===== src/rtl/rrps_pkg.sv =====
package rrps_pkg;

  localparam int unsigned READY_DEPTH_DEF = 16;
  localparam int unsigned OP_W            = 3;
  localparam int unsigned ID_W            = 8;
  localparam int unsigned BURST_W         = 16;
  localparam int unsigned STATUS_W        = 2;
  localparam int unsigned TICK_W          = 32;
  localparam int unsigned QUANTUM_W       = 16;
  localparam logic [QUANTUM_W-1:0] QUANTUM_RST = 16'd4;

  typedef enum logic [OP_W-1:0] {
    OP_ADMIT    = 3'd0,
    OP_START    = 3'd1,
    OP_EXECUTE  = 3'd2,
    OP_IO_BEGIN = 3'd3,
    OP_IO_END   = 3'd4
  } op_e;

  typedef enum logic [STATUS_W-1:0] {
    STS_OK      = 2'd0,
    STS_ILLEGAL = 2'd1,
    STS_FULL    = 2'd2
  } status_e;

  typedef enum logic [2:0] {
    S_IDLE,
    S_EXEC,
    S_FETCH,
    S_LOAD,
    S_RESP
  } fsm_e;

  typedef struct packed {
    logic [ID_W-1:0]    id;
    logic [BURST_W-1:0] left;
  } entry_t;

  typedef struct packed {
    logic capture;
    logic exec;
    logic fetch;
    logic load;
  } rrps_cmd_t;

  typedef struct packed {
    logic need_pop;
  } rrps_sts_t;

endpackage


===== src/rtl/rrps_if.sv =====
interface rrps_cmd_if import rrps_pkg::*; ();
  logic               valid;
  logic               ready;
  logic [OP_W-1:0]    operation;
  logic [ID_W-1:0]    task_id;
  logic [BURST_W-1:0] burst_length;

  modport source (output valid, output operation, output task_id, output burst_length,
                  input ready);
  modport sink   (input valid, input operation, input task_id, input burst_length,
                  output ready);
endinterface

interface rrps_res_if import rrps_pkg::*; #(
  parameter int unsigned CountWidth = 5
) ();
  logic                  valid;
  logic                  ready;
  logic [STATUS_W-1:0]   status;
  logic                  running_valid;
  logic [ID_W-1:0]       running_id;
  logic [BURST_W-1:0]    running_remaining;
  logic                  finished;
  logic [ID_W-1:0]       finished_id;
  logic                  io_pending;
  logic                  all_done;
  logic [CountWidth-1:0] ready_count;
  logic [TICK_W-1:0]     elapsed_ticks;

  modport source (output valid, output status, output running_valid, output running_id,
                  output running_remaining, output finished, output finished_id,
                  output io_pending, output all_done, output ready_count,
                  output elapsed_ticks, input ready);
  modport sink   (input valid, input status, input running_valid, input running_id,
                  input running_remaining, input finished, input finished_id,
                  input io_pending, input all_done, input ready_count,
                  input elapsed_ticks, output ready);
endinterface

interface rrps_cfg_if import rrps_pkg::*; ();
  logic                 valid;
  logic                 ready;
  logic [QUANTUM_W-1:0] time_quantum;

  modport source (output valid, output time_quantum, input ready);
  modport sink   (input valid, input time_quantum, output ready);
endinterface


===== src/rtl/round_robin_process_scheduler_core.sv =====
// A command is captured in S_IDLE, executed in S_EXEC and answered in S_RESP; when it
// loads the running slot from the ready queue, S_FETCH (a registered memory read) and
// S_LOAD come between. A new command is taken only after the result has been accepted;
// the ready-queue memory has one write and one registered read port.
// Reset: control, counters and quantum (4) clear at once; queue entries are not cleared.
module round_robin_process_scheduler_core import rrps_pkg::*; #(
  parameter int unsigned ReadyDepth = READY_DEPTH_DEF
) (
  input  logic       clk_i,
  input  logic       rst_ni,
  rrps_cmd_if.sink   cmd_i,
  rrps_cfg_if.sink   cfg_i,
  rrps_res_if.source res_o
);

  localparam int unsigned CntW = $clog2(ReadyDepth + 1);

  rrps_cmd_t          cmd;
  rrps_sts_t          sts;
  logic [CntW-1:0]    ready_count;
  logic [STATUS_W-1:0] status;

  assign cfg_i.ready = 1'b1;

  rrps_ctrl u_ctrl (
    .clk_i       (clk_i),
    .rst_ni      (rst_ni),
    .in_valid_i  (cmd_i.valid),
    .in_ready_o  (cmd_i.ready),
    .out_valid_o (res_o.valid),
    .out_ready_i (res_o.ready),
    .sts_i       (sts),
    .cmd_o       (cmd)
  );

  rrps_dp #(
    .ReadyDepth (ReadyDepth),
    .CntW       (CntW)
  ) u_dp (
    .clk_i               (clk_i),
    .rst_ni              (rst_ni),
    .cmd_i               (cmd),
    .sts_o               (sts),
    .operation_i         (cmd_i.operation),
    .task_id_i           (cmd_i.task_id),
    .burst_length_i      (cmd_i.burst_length),
    .cfg_we_i            (cfg_i.valid),
    .cfg_quantum_i       (cfg_i.time_quantum),
    .status_o            (status),
    .running_valid_o     (res_o.running_valid),
    .running_id_o        (res_o.running_id),
    .running_remaining_o (res_o.running_remaining),
    .finished_o          (res_o.finished),
    .finished_id_o       (res_o.finished_id),
    .io_pending_o        (res_o.io_pending),
    .all_done_o          (res_o.all_done),
    .ready_count_o       (ready_count),
    .elapsed_ticks_o     (res_o.elapsed_ticks)
  );

  assign res_o.status      = status;
  assign res_o.ready_count = ready_count;

endmodule


===== src/rtl/rrps_ctrl.sv =====
module rrps_ctrl import rrps_pkg::*; (
  input  logic      clk_i,
  input  logic      rst_ni,
  input  logic      in_valid_i,
  output logic      in_ready_o,
  output logic      out_valid_o,
  input  logic      out_ready_i,
  input  rrps_sts_t sts_i,
  output rrps_cmd_t cmd_o
);

  fsm_e state_q, state_d;

  always_ff @(posedge clk_i or negedge rst_ni) begin
    if (!rst_ni) begin
      state_q <= S_IDLE;
    end else begin
      state_q <= state_d;
    end
  end

  always_comb begin
    state_d = state_q;
    case (state_q)
      S_IDLE: begin
        if (in_valid_i) begin
          state_d = S_EXEC;
        end
      end
      S_EXEC: begin
        state_d = sts_i.need_pop ? S_FETCH : S_RESP;
      end
      S_FETCH: begin
        state_d = S_LOAD;
      end
      S_LOAD: begin
        state_d = S_RESP;
      end
      S_RESP: begin
        if (out_ready_i) begin
          state_d = S_IDLE;
        end
      end
      default: begin
        state_d = S_IDLE;
      end
    endcase
  end

  always_comb begin
    cmd_o       = '0;
    in_ready_o  = 1'b0;
    out_valid_o = 1'b0;
    case (state_q)
      S_IDLE: begin
        in_ready_o    = 1'b1;
        cmd_o.capture = in_valid_i;
      end
      S_EXEC: begin
        cmd_o.exec = 1'b1;
      end
      S_FETCH: begin
        cmd_o.fetch = 1'b1;
      end
      S_LOAD: begin
        cmd_o.load = 1'b1;
      end
      S_RESP: begin
        out_valid_o = 1'b1;
      end
      default: begin
        cmd_o = '0;
      end
    endcase
  end

endmodule


===== src/rtl/rrps_dp.sv =====
module rrps_dp import rrps_pkg::*; #(
  parameter int unsigned ReadyDepth = READY_DEPTH_DEF,
  parameter int unsigned CntW       = $clog2(ReadyDepth + 1)
) (
  input  logic                 clk_i,
  input  logic                 rst_ni,
  input  rrps_cmd_t            cmd_i,
  output rrps_sts_t            sts_o,
  input  logic [OP_W-1:0]      operation_i,
  input  logic [ID_W-1:0]      task_id_i,
  input  logic [BURST_W-1:0]   burst_length_i,
  input  logic                 cfg_we_i,
  input  logic [QUANTUM_W-1:0] cfg_quantum_i,
  output logic [STATUS_W-1:0]  status_o,
  output logic                 running_valid_o,
  output logic [ID_W-1:0]      running_id_o,
  output logic [BURST_W-1:0]   running_remaining_o,
  output logic                 finished_o,
  output logic [ID_W-1:0]      finished_id_o,
  output logic                 io_pending_o,
  output logic                 all_done_o,
  output logic [CntW-1:0]      ready_count_o,
  output logic [TICK_W-1:0]    elapsed_ticks_o
);

  localparam int unsigned PtrW = $clog2(ReadyDepth);
  localparam logic [PtrW-1:0] LastPtr = PtrW'(ReadyDepth - 1);
  localparam logic [CntW-1:0] FullCnt = CntW'(ReadyDepth);

  entry_t mem [ReadyDepth];
  entry_t rd_q;
  entry_t wr_entry;
  logic   wr_en;

  op_e                  op_q;
  logic [ID_W-1:0]      id_in_q;
  logic [BURST_W-1:0]   burst_q;
  logic [QUANTUM_W-1:0] quantum_q;

  status_e              status_q,    status_d;
  logic [ID_W-1:0]      run_id_q,    run_id_d;
  logic [BURST_W-1:0]   run_left_q,  run_left_d;
  logic                 run_valid_q, run_valid_d;
  logic [ID_W-1:0]      wait_id_q,   wait_id_d;
  logic [BURST_W-1:0]   wait_left_q, wait_left_d;
  logic                 wait_valid_q, wait_valid_d;
  logic [QUANTUM_W-1:0] slice_q,     slice_d;
  logic                 started_q,   started_d;
  logic [TICK_W-1:0]    tick_q,      tick_d;
  logic [PtrW-1:0]      head_q,      head_d;
  logic [PtrW-1:0]      tail_q,      tail_d;
  logic [CntW-1:0]      size_q,      size_d;
  logic                 fin_q,       fin_d;
  logic [ID_W-1:0]      fin_id_q,    fin_id_d;
  logic                 rot_q,       rot_d;

  logic [BURST_W-1:0]   left_dec;
  logic [QUANTUM_W-1:0] slice_inc;
  logic                 full;
  logic                 need_pop;

  function automatic logic [PtrW-1:0] next_ptr(input logic [PtrW-1:0] p);
    return (p == LastPtr) ? '0 : p + 1'b1;
  endfunction

  assign full      = (size_q == FullCnt);
  assign left_dec  = (run_left_q == '0) ? '0 : run_left_q - 1'b1;
  assign slice_inc = slice_q + 1'b1;

  always_comb begin
    status_d     = status_q;
    run_id_d     = run_id_q;
    run_left_d   = run_left_q;
    run_valid_d  = run_valid_q;
    wait_id_d    = wait_id_q;
    wait_left_d  = wait_left_q;
    wait_valid_d = wait_valid_q;
    slice_d      = slice_q;
    started_d    = started_q;
    tick_d       = tick_q;
    head_d       = head_q;
    tail_d       = tail_q;
    size_d       = size_q;
    fin_d        = fin_q;
    fin_id_d     = fin_id_q;
    rot_d        = rot_q;
    wr_en        = 1'b0;
    wr_entry     = '0;
    need_pop     = 1'b0;

    if (cmd_i.exec) begin
      status_d = STS_OK;
      fin_d    = 1'b0;
      fin_id_d = '0;
      rot_d    = 1'b0;
      case (op_q)
        OP_ADMIT: begin
          if (started_q) begin
            status_d = STS_ILLEGAL;
          end else if (full) begin
            status_d = STS_FULL;
          end else begin
            wr_en    = 1'b1;
            wr_entry = '{id: id_in_q, left: burst_q};
            tail_d   = next_ptr(tail_q);
            size_d   = size_q + 1'b1;
          end
        end
        OP_START: begin
          if (started_q) begin
            status_d = STS_ILLEGAL;
          end else begin
            started_d = 1'b1;
            slice_d   = '0;
            if (size_q != '0) begin
              need_pop = 1'b1;
            end else begin
              run_valid_d = 1'b0;
            end
          end
        end
        OP_EXECUTE: begin
          if (!started_q || (!wait_valid_q && !run_valid_q)) begin
            status_d = STS_ILLEGAL;
          end else if (wait_valid_q) begin
            tick_d = tick_q + 1'b1;
          end else begin
            tick_d     = tick_q + 1'b1;
            run_left_d = left_dec;
            if (left_dec == '0) begin
              fin_d       = 1'b1;
              fin_id_d    = run_id_q;
              run_valid_d = 1'b0;
              slice_d     = '0;
              need_pop    = (size_q != '0);
            end else if (slice_inc == quantum_q) begin
              slice_d = '0;
              if (size_q != '0) begin
                rot_d    = 1'b1;
                need_pop = 1'b1;
              end
            end else begin
              slice_d = slice_inc;
            end
          end
        end
        OP_IO_BEGIN: begin
          if (!started_q || wait_valid_q || !run_valid_q) begin
            status_d = STS_ILLEGAL;
          end else begin
            tick_d       = tick_q + 1'b1;
            wait_id_d    = run_id_q;
            wait_left_d  = run_left_q;
            wait_valid_d = 1'b1;
            run_valid_d  = 1'b0;
          end
        end
        OP_IO_END: begin
          if (!started_q || !wait_valid_q) begin
            status_d = STS_ILLEGAL;
          end else begin
            tick_d       = tick_q + 1'b1;
            wait_valid_d = 1'b0;
            slice_d      = '0;
            need_pop     = 1'b1;
            if (!full) begin
              wr_en    = 1'b1;
              wr_entry = '{id: wait_id_q, left: wait_left_q};
              tail_d   = next_ptr(tail_q);
              size_d   = size_q + 1'b1;
            end
          end
        end
        default: begin
          status_d = STS_ILLEGAL;
        end
      endcase
    end

    if (cmd_i.fetch) begin
      head_d = next_ptr(head_q);
      if (rot_q) begin
        wr_en    = 1'b1;
        wr_entry = '{id: run_id_q, left: run_left_q};
        tail_d   = next_ptr(tail_q);
      end else begin
        size_d = size_q - 1'b1;
      end
    end

    if (cmd_i.load) begin
      run_id_d    = rd_q.id;
      run_left_d  = rd_q.left;
      run_valid_d = 1'b1;
    end
  end

  always_ff @(posedge clk_i) begin
    if (wr_en) begin
      mem[tail_q] <= wr_entry;
    end
    if (cmd_i.fetch) begin
      rd_q <= mem[head_q];
    end
    if (cmd_i.capture) begin
      op_q    <= op_e'(operation_i);
      id_in_q <= task_id_i;
      burst_q <= burst_length_i;
    end
  end

  always_ff @(posedge clk_i or negedge rst_ni) begin
    if (!rst_ni) begin
      quantum_q    <= QUANTUM_RST;
      status_q     <= STS_OK;
      run_id_q     <= '0;
      run_left_q   <= '0;
      run_valid_q  <= 1'b0;
      wait_id_q    <= '0;
      wait_left_q  <= '0;
      wait_valid_q <= 1'b0;
      slice_q      <= '0;
      started_q    <= 1'b0;
      tick_q       <= '0;
      head_q       <= '0;
      tail_q       <= '0;
      size_q       <= '0;
      fin_q        <= 1'b0;
      fin_id_q     <= '0;
      rot_q        <= 1'b0;
    end else begin
      if (cfg_we_i) begin
        quantum_q <= cfg_quantum_i;
      end
      status_q     <= status_d;
      run_id_q     <= run_id_d;
      run_left_q   <= run_left_d;
      run_valid_q  <= run_valid_d;
      wait_id_q    <= wait_id_d;
      wait_left_q  <= wait_left_d;
      wait_valid_q <= wait_valid_d;
      slice_q      <= slice_d;
      started_q    <= started_d;
      tick_q       <= tick_d;
      head_q       <= head_d;
      tail_q       <= tail_d;
      size_q       <= size_d;
      fin_q        <= fin_d;
      fin_id_q     <= fin_id_d;
      rot_q        <= rot_d;
    end
  end

  assign sts_o.need_pop     = need_pop;
  assign status_o           = status_q;
  assign running_valid_o    = run_valid_q;
  assign running_id_o       = run_valid_q ? run_id_q : '0;
  assign running_remaining_o = run_valid_q ? run_left_q : '0;
  assign finished_o         = fin_q;
  assign finished_id_o      = fin_id_q;
  assign io_pending_o       = wait_valid_q;
  assign all_done_o         = started_q && !run_valid_q && !wait_valid_q;
  assign ready_count_o      = size_q;
  assign elapsed_ticks_o    = tick_q;

endmodule

===== src/flat_wrapper.sv =====
// flat-port wrapper written by rule: the top's interface ports become plain ports
module round_robin_process_scheduler_core_flat import rrps_pkg::*;
#(
  parameter int unsigned ReadyDepth = READY_DEPTH_DEF
)
  (clk_i, rst_ni, cmd_i_valid, cmd_i_operation, cmd_i_task_id, cmd_i_burst_length, cmd_i_ready, cfg_i_valid, cfg_i_time_quantum, cfg_i_ready, res_o_valid, res_o_status, res_o_running_valid, res_o_running_id, res_o_running_remaining, res_o_finished, res_o_finished_id, res_o_io_pending, res_o_all_done, res_o_ready_count, res_o_elapsed_ticks, res_o_ready);
  rrps_cmd_if cmd_i_i ();
  rrps_cfg_if cfg_i_i ();
  rrps_res_if res_o_i ();
  input  logic clk_i;
  input  logic rst_ni;
  input wire logic [$bits(cmd_i_i.valid)-1:0] cmd_i_valid;
  input wire logic [$bits(cmd_i_i.operation)-1:0] cmd_i_operation;
  input wire logic [$bits(cmd_i_i.task_id)-1:0] cmd_i_task_id;
  input wire logic [$bits(cmd_i_i.burst_length)-1:0] cmd_i_burst_length;
  output wire logic [$bits(cmd_i_i.ready)-1:0] cmd_i_ready;
  input wire logic [$bits(cfg_i_i.valid)-1:0] cfg_i_valid;
  input wire logic [$bits(cfg_i_i.time_quantum)-1:0] cfg_i_time_quantum;
  output wire logic [$bits(cfg_i_i.ready)-1:0] cfg_i_ready;
  output wire logic [$bits(res_o_i.valid)-1:0] res_o_valid;
  output wire logic [$bits(res_o_i.status)-1:0] res_o_status;
  output wire logic [$bits(res_o_i.running_valid)-1:0] res_o_running_valid;
  output wire logic [$bits(res_o_i.running_id)-1:0] res_o_running_id;
  output wire logic [$bits(res_o_i.running_remaining)-1:0] res_o_running_remaining;
  output wire logic [$bits(res_o_i.finished)-1:0] res_o_finished;
  output wire logic [$bits(res_o_i.finished_id)-1:0] res_o_finished_id;
  output wire logic [$bits(res_o_i.io_pending)-1:0] res_o_io_pending;
  output wire logic [$bits(res_o_i.all_done)-1:0] res_o_all_done;
  output wire logic [$bits(res_o_i.ready_count)-1:0] res_o_ready_count;
  output wire logic [$bits(res_o_i.elapsed_ticks)-1:0] res_o_elapsed_ticks;
  input wire logic [$bits(res_o_i.ready)-1:0] res_o_ready;
  assign cmd_i_i.valid = cmd_i_valid;
  assign cmd_i_i.operation = cmd_i_operation;
  assign cmd_i_i.task_id = cmd_i_task_id;
  assign cmd_i_i.burst_length = cmd_i_burst_length;
  assign cmd_i_ready = cmd_i_i.ready;
  assign cfg_i_i.valid = cfg_i_valid;
  assign cfg_i_i.time_quantum = cfg_i_time_quantum;
  assign cfg_i_ready = cfg_i_i.ready;
  assign res_o_valid = res_o_i.valid;
  assign res_o_status = res_o_i.status;
  assign res_o_running_valid = res_o_i.running_valid;
  assign res_o_running_id = res_o_i.running_id;
  assign res_o_running_remaining = res_o_i.running_remaining;
  assign res_o_finished = res_o_i.finished;
  assign res_o_finished_id = res_o_i.finished_id;
  assign res_o_io_pending = res_o_i.io_pending;
  assign res_o_all_done = res_o_i.all_done;
  assign res_o_ready_count = res_o_i.ready_count;
  assign res_o_elapsed_ticks = res_o_i.elapsed_ticks;
  assign res_o_i.ready = res_o_ready;
  round_robin_process_scheduler_core #(.ReadyDepth(ReadyDepth)) u_core (.clk_i(clk_i), .rst_ni(rst_ni), .cmd_i(cmd_i_i), .cfg_i(cfg_i_i), .res_o(res_o_i));
endmodule

===== config.mk =====
export PLATFORM = sky130hd
export DESIGN_NAME = round_robin_process_scheduler_core_flat
export DESIGN_NICKNAME = d
export VERILOG_FILES = /design/src/rtl/rrps_pkg.sv /design/src/rtl/rrps_if.sv /design/src/rtl/round_robin_process_scheduler_core.sv /design/src/rtl/rrps_ctrl.sv /design/src/rtl/rrps_dp.sv /design/src/flat_wrapper.sv
export SDC_FILE = /design/constraint.sdc
export NUM_CORES = 1
export LEC_CHECK = 0
export ABC_AREA = 1
export BUFFER_PORTS_ARGS = -buffer_cell sky130_fd_sc_hd__buf_2
export CAP_MARGIN = 0
export CORE_MARGIN = 4
export CORE_UTILIZATION = 55
export CTS_CLUSTER_SIZE = 30
export DETAILED_ROUTE_END_ITERATION = 10
export PLACE_DENSITY = 0.73
export SYNTH_ARGS = -nofsm -noshare
export SYNTH_HDL_FRONTEND = slang
export SYNTH_SLANG_ARGS = --single-unit

===== constraint.sdc =====
create_clock -name clk_i -period 14.55 [get_ports clk_i]
set_input_delay 2.91 -clock clk_i [delete_from_list [all_inputs] [get_ports clk_i]]
set_output_delay 2.91 -clock clk_i [all_outputs]
set_load 0.05 [all_outputs]

==> metrics.txt, run 1 <==
outcome=finished clean; Max stage delay cell, worst path=dfrtp_1; Starting Density=56.1%; critical path capture point type=output port; RSZ-0062 raised after global routing=no; Synth Area in XOR/XNOR=under 10%; maximum vdd drop=roughly 0.00015 V; cells along the critical path=nand2_1 -> inv_1 -> buf_2; gpl congestion=around 0.94; DP HPWL=39600 um; hold path cells=2; GRT Overall Usage=between 20% and 30%; Max Freq=between 0.15 and 0.2 GHz; clock latency on the worst-skew pair=620 ps; period utilisation layout=34.6%; clk slew on worst S/H paths=around 60 ps; beginning of the worst register-to-register path=u_core.u_ctrl.state_q[0]$_DFFE_PN0P_; Cell variety after synth=44; setup tns final=0 ps; Synth warnings=0; Syn Nets=approximately 2.4k; Pwr per Cell Area=roughly 170 mW/mm^2; Slew @ Worst Pin=~1200 ps; # setup viols final=0; Antenna Cells=0; vias per cell=5.96; R2R cell count=10; Final Net Count=2541; syn_area_per_cell=10.6 um^2; Resized Gates After CTS=0; Util after Layout=a little under two thirds; commonest cells after routing, fill and taps aside=577 x nand2_1, 435 x edfxtp_1, 221 x o21ai_0; final setup skew=approximately 18 ps; TritonCTS clock tree=yes; Tot Pwr=approximately 4.7 mW; grt ovf=0; Reg2Reg Capture Point=u_core.u_dp.mem[2][12]$_DFFE_PP_; Critical Path RT=11640 ps; Final Hold Viols=0; largest family of logic cells by synthesized area=simple AND/OR/NAND/NOR gates; area fraction in compound gates after synthesis=between 10% and 20%; CP arrival=2130 ps; Hold Path Sink=u_core.u_dp.run_id_q[7]$_DFFE_PN0P_; register area=between 0.015 and 0.02 mm^2; Rows=a little under 80; largest net degree at the start of global routing=about 110; die area=0.0489 mm^2; Adder-Cell Fraction of Synth Area=less than 1%; Mapped Cells=around 2.3k; Pleak=11.4 nW; Post-Synth Simple-Gate Area=between 10% and 20%; Worst slew margin=a little over a fifth; placement-stage cell area=approximately 0.026 mm^2; Max-cap violations=0; Crit Path Class=reg -> out; top cell type by total area after synthesis=edfxtp_1; delay-heaviest family, CP=flip-flops; ys flop type=edfxtp_1; Layout fillers=3451; total CTS buffers=58; CTS Sinks=578; commonest non-fill, non-tap cell in the layout=nand2_1; largest cells by area after synthesis=edfxtp_1 52%, dfrtp_1 14%, nand2_1 8.7%, o21ai_0 4.4%, nor2_1 3.2%; Multi-input gate area=roughly 0.0074 mm^2; ys async rst share=about a quarter; drt total wl=approximately 67000 um; mapped cell area=roughly 0.025 mm^2; I/O pin total=approximately 130; # DRC=0; min-delay worst type=reg -> reg; post-layout min period=about 5000 ps; initial antenna violation count=0; HP Start=u_core.u_dp.rd_q[23]$_DFFE_PP_; highest cell delay on the worst timing path=1000 ps; WP buf/inv=2; reg2reg setup slack=~11000 ps; Wirelength per Cell=around 22 um; via count=18.6k; post-CTS setup buffers=0; DIE HEIGHT=about 220 um; Die Wd=roughly 220 um; Root Driver=clkbuf_16; initial drt markers=2718; Clock Path Buffers=3; post-synth top area share=52.3%; hold_buf cts=0; 1st-pass router iterations=10; final instance area=about 0.028 mm^2; H-tree lvl count=2; Slew Limit Fails=0; vias in the first global route=around 17k; first-pass GRT wire length=103000 um; DRT antenna net count=0; Area Growth Syn to Fin=13.6%; Port Buffer Count=124; Yosys reg bits=578; sequential area share after synthesis=between 60% and 70%; crit-path max FO=29; fraction of layout instances using a drive strength above 1=a little over an eighth; Post-synth EDFFs=435; area of the core=0.0445 mm^2; multiplexer share of the synthesized area=0.135%; Critical Path Start Type=flip-flop
cell usage after synthesis (all sizes together), types with 2 or more instances:
master	n
dfrtp	142
nand3	128
a221oi	29
nand4	43
xor2	23
xnor2	13
inv	162
mux2	3
nor3	25
nor3b	3
o221ai	20
nor2	223
a22o	24
clkbuf	97
nand3b	4
a21oi	67
nor4	9
nand2	585
o211ai	17
buf	10
o31ai	2
o21ai	234
o22ai	31
edfxtp	435
ha	10
final cells by class:
type / count / share of cell area [%]
Tap cell: 592 / 2.61
Clock inverter: 34 / 1.32
Clock buffer: 75 / 5.49
Multi-Input combinational cell: 1500 / 25.9
Timing Repair Buffer: 183 / 3.77
Inverter: 162 / 2.15
Sequential cell: 578 / 58.7
kinds of logic (layout without fill, tap and decap cells):
kind of cell    count (synthesis)  after routing
fa+ha+maj                      10             10
other cells                     1              1
xor+xnor                       36             36
compound gates                429            429
simple gates                 1021           1021
flops                         578            578
mux                             3              3
buf+inv                       269            454
layer usage:
layer,vias up,wire length (um),global-route usage (%)
li1,8462,-,-
met1,9067,28700,39.4
met2,970,30400,41.0
met3,130,6610,5.53
met4,0,1670,7.27
met5,-,0,0
through the flow:
step	worst slack [ps]	instances	hold slack (ps)
3_5_place_dp	10150	3015	462
6_report	9510	3124	474
5_1_grt	9390	3124	503
3_3_place_gp	10210	3015	464
2_1_floorplan	9760	2347	430
4_1_cts	9490	3124	477
state kept, by name, summed over array words and instances (netlist names), 3 cells and up:
signal                       flops
u_core.u_dp.quantum_q           16
u_core.u_dp.wait_id_q            8
u_core.u_dp.id_in_q              8
u_core.u_dp.op_q                 3
u_core.u_ctrl.state_q            3
u_core.u_dp.run_id_q             8
u_core.u_dp.finished_id_o        8
u_core.u_dp.elapsed_ticks_o     32
u_core.u_dp.wait_left_q         16
u_core.u_dp.burst_q             16
u_core.u_dp.head_q               4
u_core.u_dp.slice_q             16
u_core.u_dp.run_left_q          16
u_core.u_dp.ready_count_o        5
u_core.u_dp.tail_q               4
u_core.u_dp.rd_q                24
u_core.u_dp.mem                384
worst register-to-register path, cell delays in order (launching register included):
cell and delay (ps):
dfrtp_1 390, nor2_1 140, inv_1 100, nor2_4 670, inv_2 190, nor2_1 280
inv_2 250, nand2_1 350, nand2_1 250, nor2_2 390, buf_4 450
how the worst max path moves through the flow:
stage	from	slack (ps)	cells past startpoint	to
after floorplan	u_core.u_dp.running_valid_o$_DFFE_PN0P_	9760	2	res_o_all_done
after global placement	u_core.u_dp.running_valid_o$_DFFE_PN0P_	10210	3	res_o_running_remaining[7]
after detailed placement	u_core.u_dp.running_valid_o$_DFFE_PN0P_	10150	3	res_o_running_remaining[7]
after CTS	u_core.u_dp.running_valid_o$_DFFE_PN0P_	9490	3	res_o_running_remaining[7]
after global routing	u_core.u_dp.running_valid_o$_DFFE_PN0P_	9390	3	res_o_running_remaining[3]
final	u_core.u_dp.running_valid_o$_DFFE_PN0P_	9510	3	res_o_running_remaining[3]
power breakdown:
group	leakage, nW	total [mW]	internal (mW)	switching, mW
sequential	6.26	1.97	1.87	0.0989
clock	0.938	1.51	0.880	0.629
combinational	4.20	1.23	0.319	0.913
total	11.4	4.71	3.07	1.64
Power figures use the tool's default switching activity.
==> run 2: changes to the inputs <==
--- a/config.mk
+++ b/config.mk
@@ -12,7 +12,7 @@
 export CORE_UTILIZATION = 55
 export CTS_CLUSTER_SIZE = 30
 export DETAILED_ROUTE_END_ITERATION = 10
-export PLACE_DENSITY = 0.73
+export PLACE_DENSITY = 0.76
 export SYNTH_ARGS = -nofsm -noshare
 export SYNTH_HDL_FRONTEND = slang
 export SYNTH_SLANG_ARGS = --single-unit
==> constraint.sdc (replaced) <==
create_clock -name clk_i -period 4.3 [get_ports clk_i]
set_input_delay 0.86 -clock clk_i [delete_from_list [all_inputs] [get_ports clk_i]]
set_output_delay 0.86 -clock clk_i [all_outputs]
set_load 0.05 [all_outputs]
==> metrics.txt, run 2 (synthesis gave the netlist of run 1 again) <==
outcome=finished clean; Wirelength per Cell=21.5 um (about the same); Critical Path Start Type=flip-flop; initial drt markers=2492 (-8.3%); Root Driver=clkbuf_16; TritonCTS clock tree=yes; GRT Overall Usage=26.9% (+0.21 points); DRT antenna net count=0 (unchanged); crit-path max FO=29 (unchanged); DP Cell Count=3022 (+0.23%); Slew @ Worst Pin=1150 ps (-24.9 ps); max reg flops=384 (unchanged); Layout fillers=3433 (-0.52%); clk slew on worst S/H paths=60 ps (about the same); maximum vdd drop=0.000577 V (+280%); Worst slew margin=22.9% (+1.7 points); Max stage delay cell, worst path=dfrtp_1; Starting Density=56.1% (unchanged); critical path endpoint=res_o_running_id[1]; Area Growth Syn to Fin=13.6% (about the same); beginning of the worst register-to-register path=u_core.u_ctrl.state_q[2]$_DFFE_PN0P_; gpl congestion=0.909 (-3.7%); critical path capture point type=output port; period utilisation layout=roughly 74%; register area=0.0166 mm^2 (unchanged); Max-cap violations=0 (unchanged); Final Net Count=2547 (+0.24%); reg2reg setup slack=1220 ps (-9520 ps); DIE HEIGHT=221 um (unchanged); Final Hold Viols=0 (unchanged); grt ovf=0 (unchanged); total CTS buffers=57 (-1.7%); Tot Pwr=15.9 mW (+240%); drt total wl=67400 um (about the same); commonest non-fill, non-tap cell in the layout=nand2_1; Multi-input gate area=0.00735 mm^2 (about the same); I/O pin total=126 (unchanged); Pleak=11.4 nW (about the same); CTS Sinks=578 (unchanged); initial antenna violation count=2 (+2); Die Wd=221 um (unchanged); Critical Path RT=3440 ps (-8200 ps); # setup viols final=0 (unchanged); vias per cell=5.98 (+0.20%); cells along the critical path=nand2_1 -> inv_1 -> buf_2; Port Buffer Count=124 (unchanged); RSZ-0062 raised after global routing=no; Reg2Reg Capture Point=u_core.u_dp.mem[5][2]$_DFFE_PP_; via count=18.7k (+0.33%); Finished Layout Cells=3128 (+0.13%); die area=0.0489 mm^2 (unchanged); commonest cells after routing, fill and taps aside=578 x nand2_1, 435 x edfxtp_1, 221 x o21ai_0; Clock Path Buffers=3 (unchanged); largest net degree at the start of global routing=154 (+45%); Crit Path Class=reg -> out; Slew Limit Fails=0 (unchanged); # DRC=0 (unchanged); delay-heaviest family, CP=flip-flops; post-layout min period=around 3200 ps; Rows=77 (unchanged); R2R cell count=10 (unchanged); hold_buf cts=0 (unchanged); first-pass GRT wire length=104000 um (+1.6%); critical path depth in cells=3 (unchanged); 1st-pass router iterations=6 (-4); clock latency on the worst-skew pair=630 ps (about the same); Largest Register=u_core.u_dp.mem; final setup skew=20.4 ps (+2.05 ps); Resized Gates After CTS=0 (unchanged); highest cell delay on the worst timing path=1050 ps (+50 ps); DP HPWL=41900 um (+5.6%); Pwr per Cell Area=559 mW/mm^2 (+240%); area of the core=0.0445 mm^2 (unchanged); post-CTS setup buffers=0 (unchanged); WP buf/inv=2 (unchanged); crit path from=u_core.u_dp.running_valid_o$_DFFE_PN0P_; H-tree lvl count=2 (unchanged); min-delay worst type=in -> async; fraction of layout instances using a drive strength above 1=13.3% (+0.19 points); CP arrival=2310 ps (+180 ps); vias in the first global route=17.8k (+1.9%); Max Freq=0.315 GHz
==> run 2: area by class of cell <==
type / instances / share of cell area (%)
repair buffers: 190 / 4.09
well taps: 592 / 2.61
inverters: 162 / 2.15
flip-flops and latches: 578 / 58.7
diodes: 2 / 0.0176
clock inverters: 39 / 1.31
clock buffers: 65 / 5.24
multi-input cells: 1500 / 25.9
==> run 2: where the power goes <==
| group | switching, mW | internal [mW] |
|---|---|---|
| clock network | 2.12 | 2.79 |
| logic | 3.12 | 1.10 |
| registers | 0.397 | 6.33 |
| total | 5.63 | 10.2 |
==> run 2: worst min path at each step <==
stage | endpoint | slack [ps] | cells after the start
2_1_floorplan | u_core.u_dp.run_id_q[0]$_DFFE_PN0P_ | 430 | 2
3_3_place_gp | u_core.u_dp.run_id_q[2]$_DFFE_PN0P_ | 450 | 2
3_5_place_dp | u_core.u_dp.run_id_q[1]$_DFFE_PN0P_ | 450 | 2
4_1_cts | u_core.u_dp.elapsed_ticks_o[22]$_DFFE_PN0P_ | 340 | 1
5_1_grt | u_core.u_dp.elapsed_ticks_o[16]$_DFFE_PN0P_ | 360 | 1
6_report | u_core.u_dp.elapsed_ticks_o[16]$_DFFE_PN0P_ | 290 | 1
==> run 2: stage by stage <==
step / instance area [um^2] / setup WS, ps / TNS (ps) / hold slack, ps / util [%]
2_1_floorplan: 25000 / -303 / -21840 / 430 / -
3_3_place_gp: 26500 / 1460 / 0 / 447 / 59.5
3_5_place_dp: 26500 / 1290 / 0 / 447 / 59.5
4_1_cts: 28400 / 1130 / 0 / 342 / 63.7
5_1_grt: 28400 / 970 / 0 / 364 / 63.7
6_report: 28400 / 1130 / 0 / 292 / 63.7
==> run 2: routing by layer <==
layer  global-route usage [%]  vias to the layer above  wire, um  part of all wire, %
li1                         -                     8493         -                    -
met1                     40.8                     9015     28900                   43
met2                     39.8                     1057     29700                   44
met3                     5.51                      125      7000                   10
met4                     7.97                        0      1700                  2.5
met5                        0                        -         0                    0
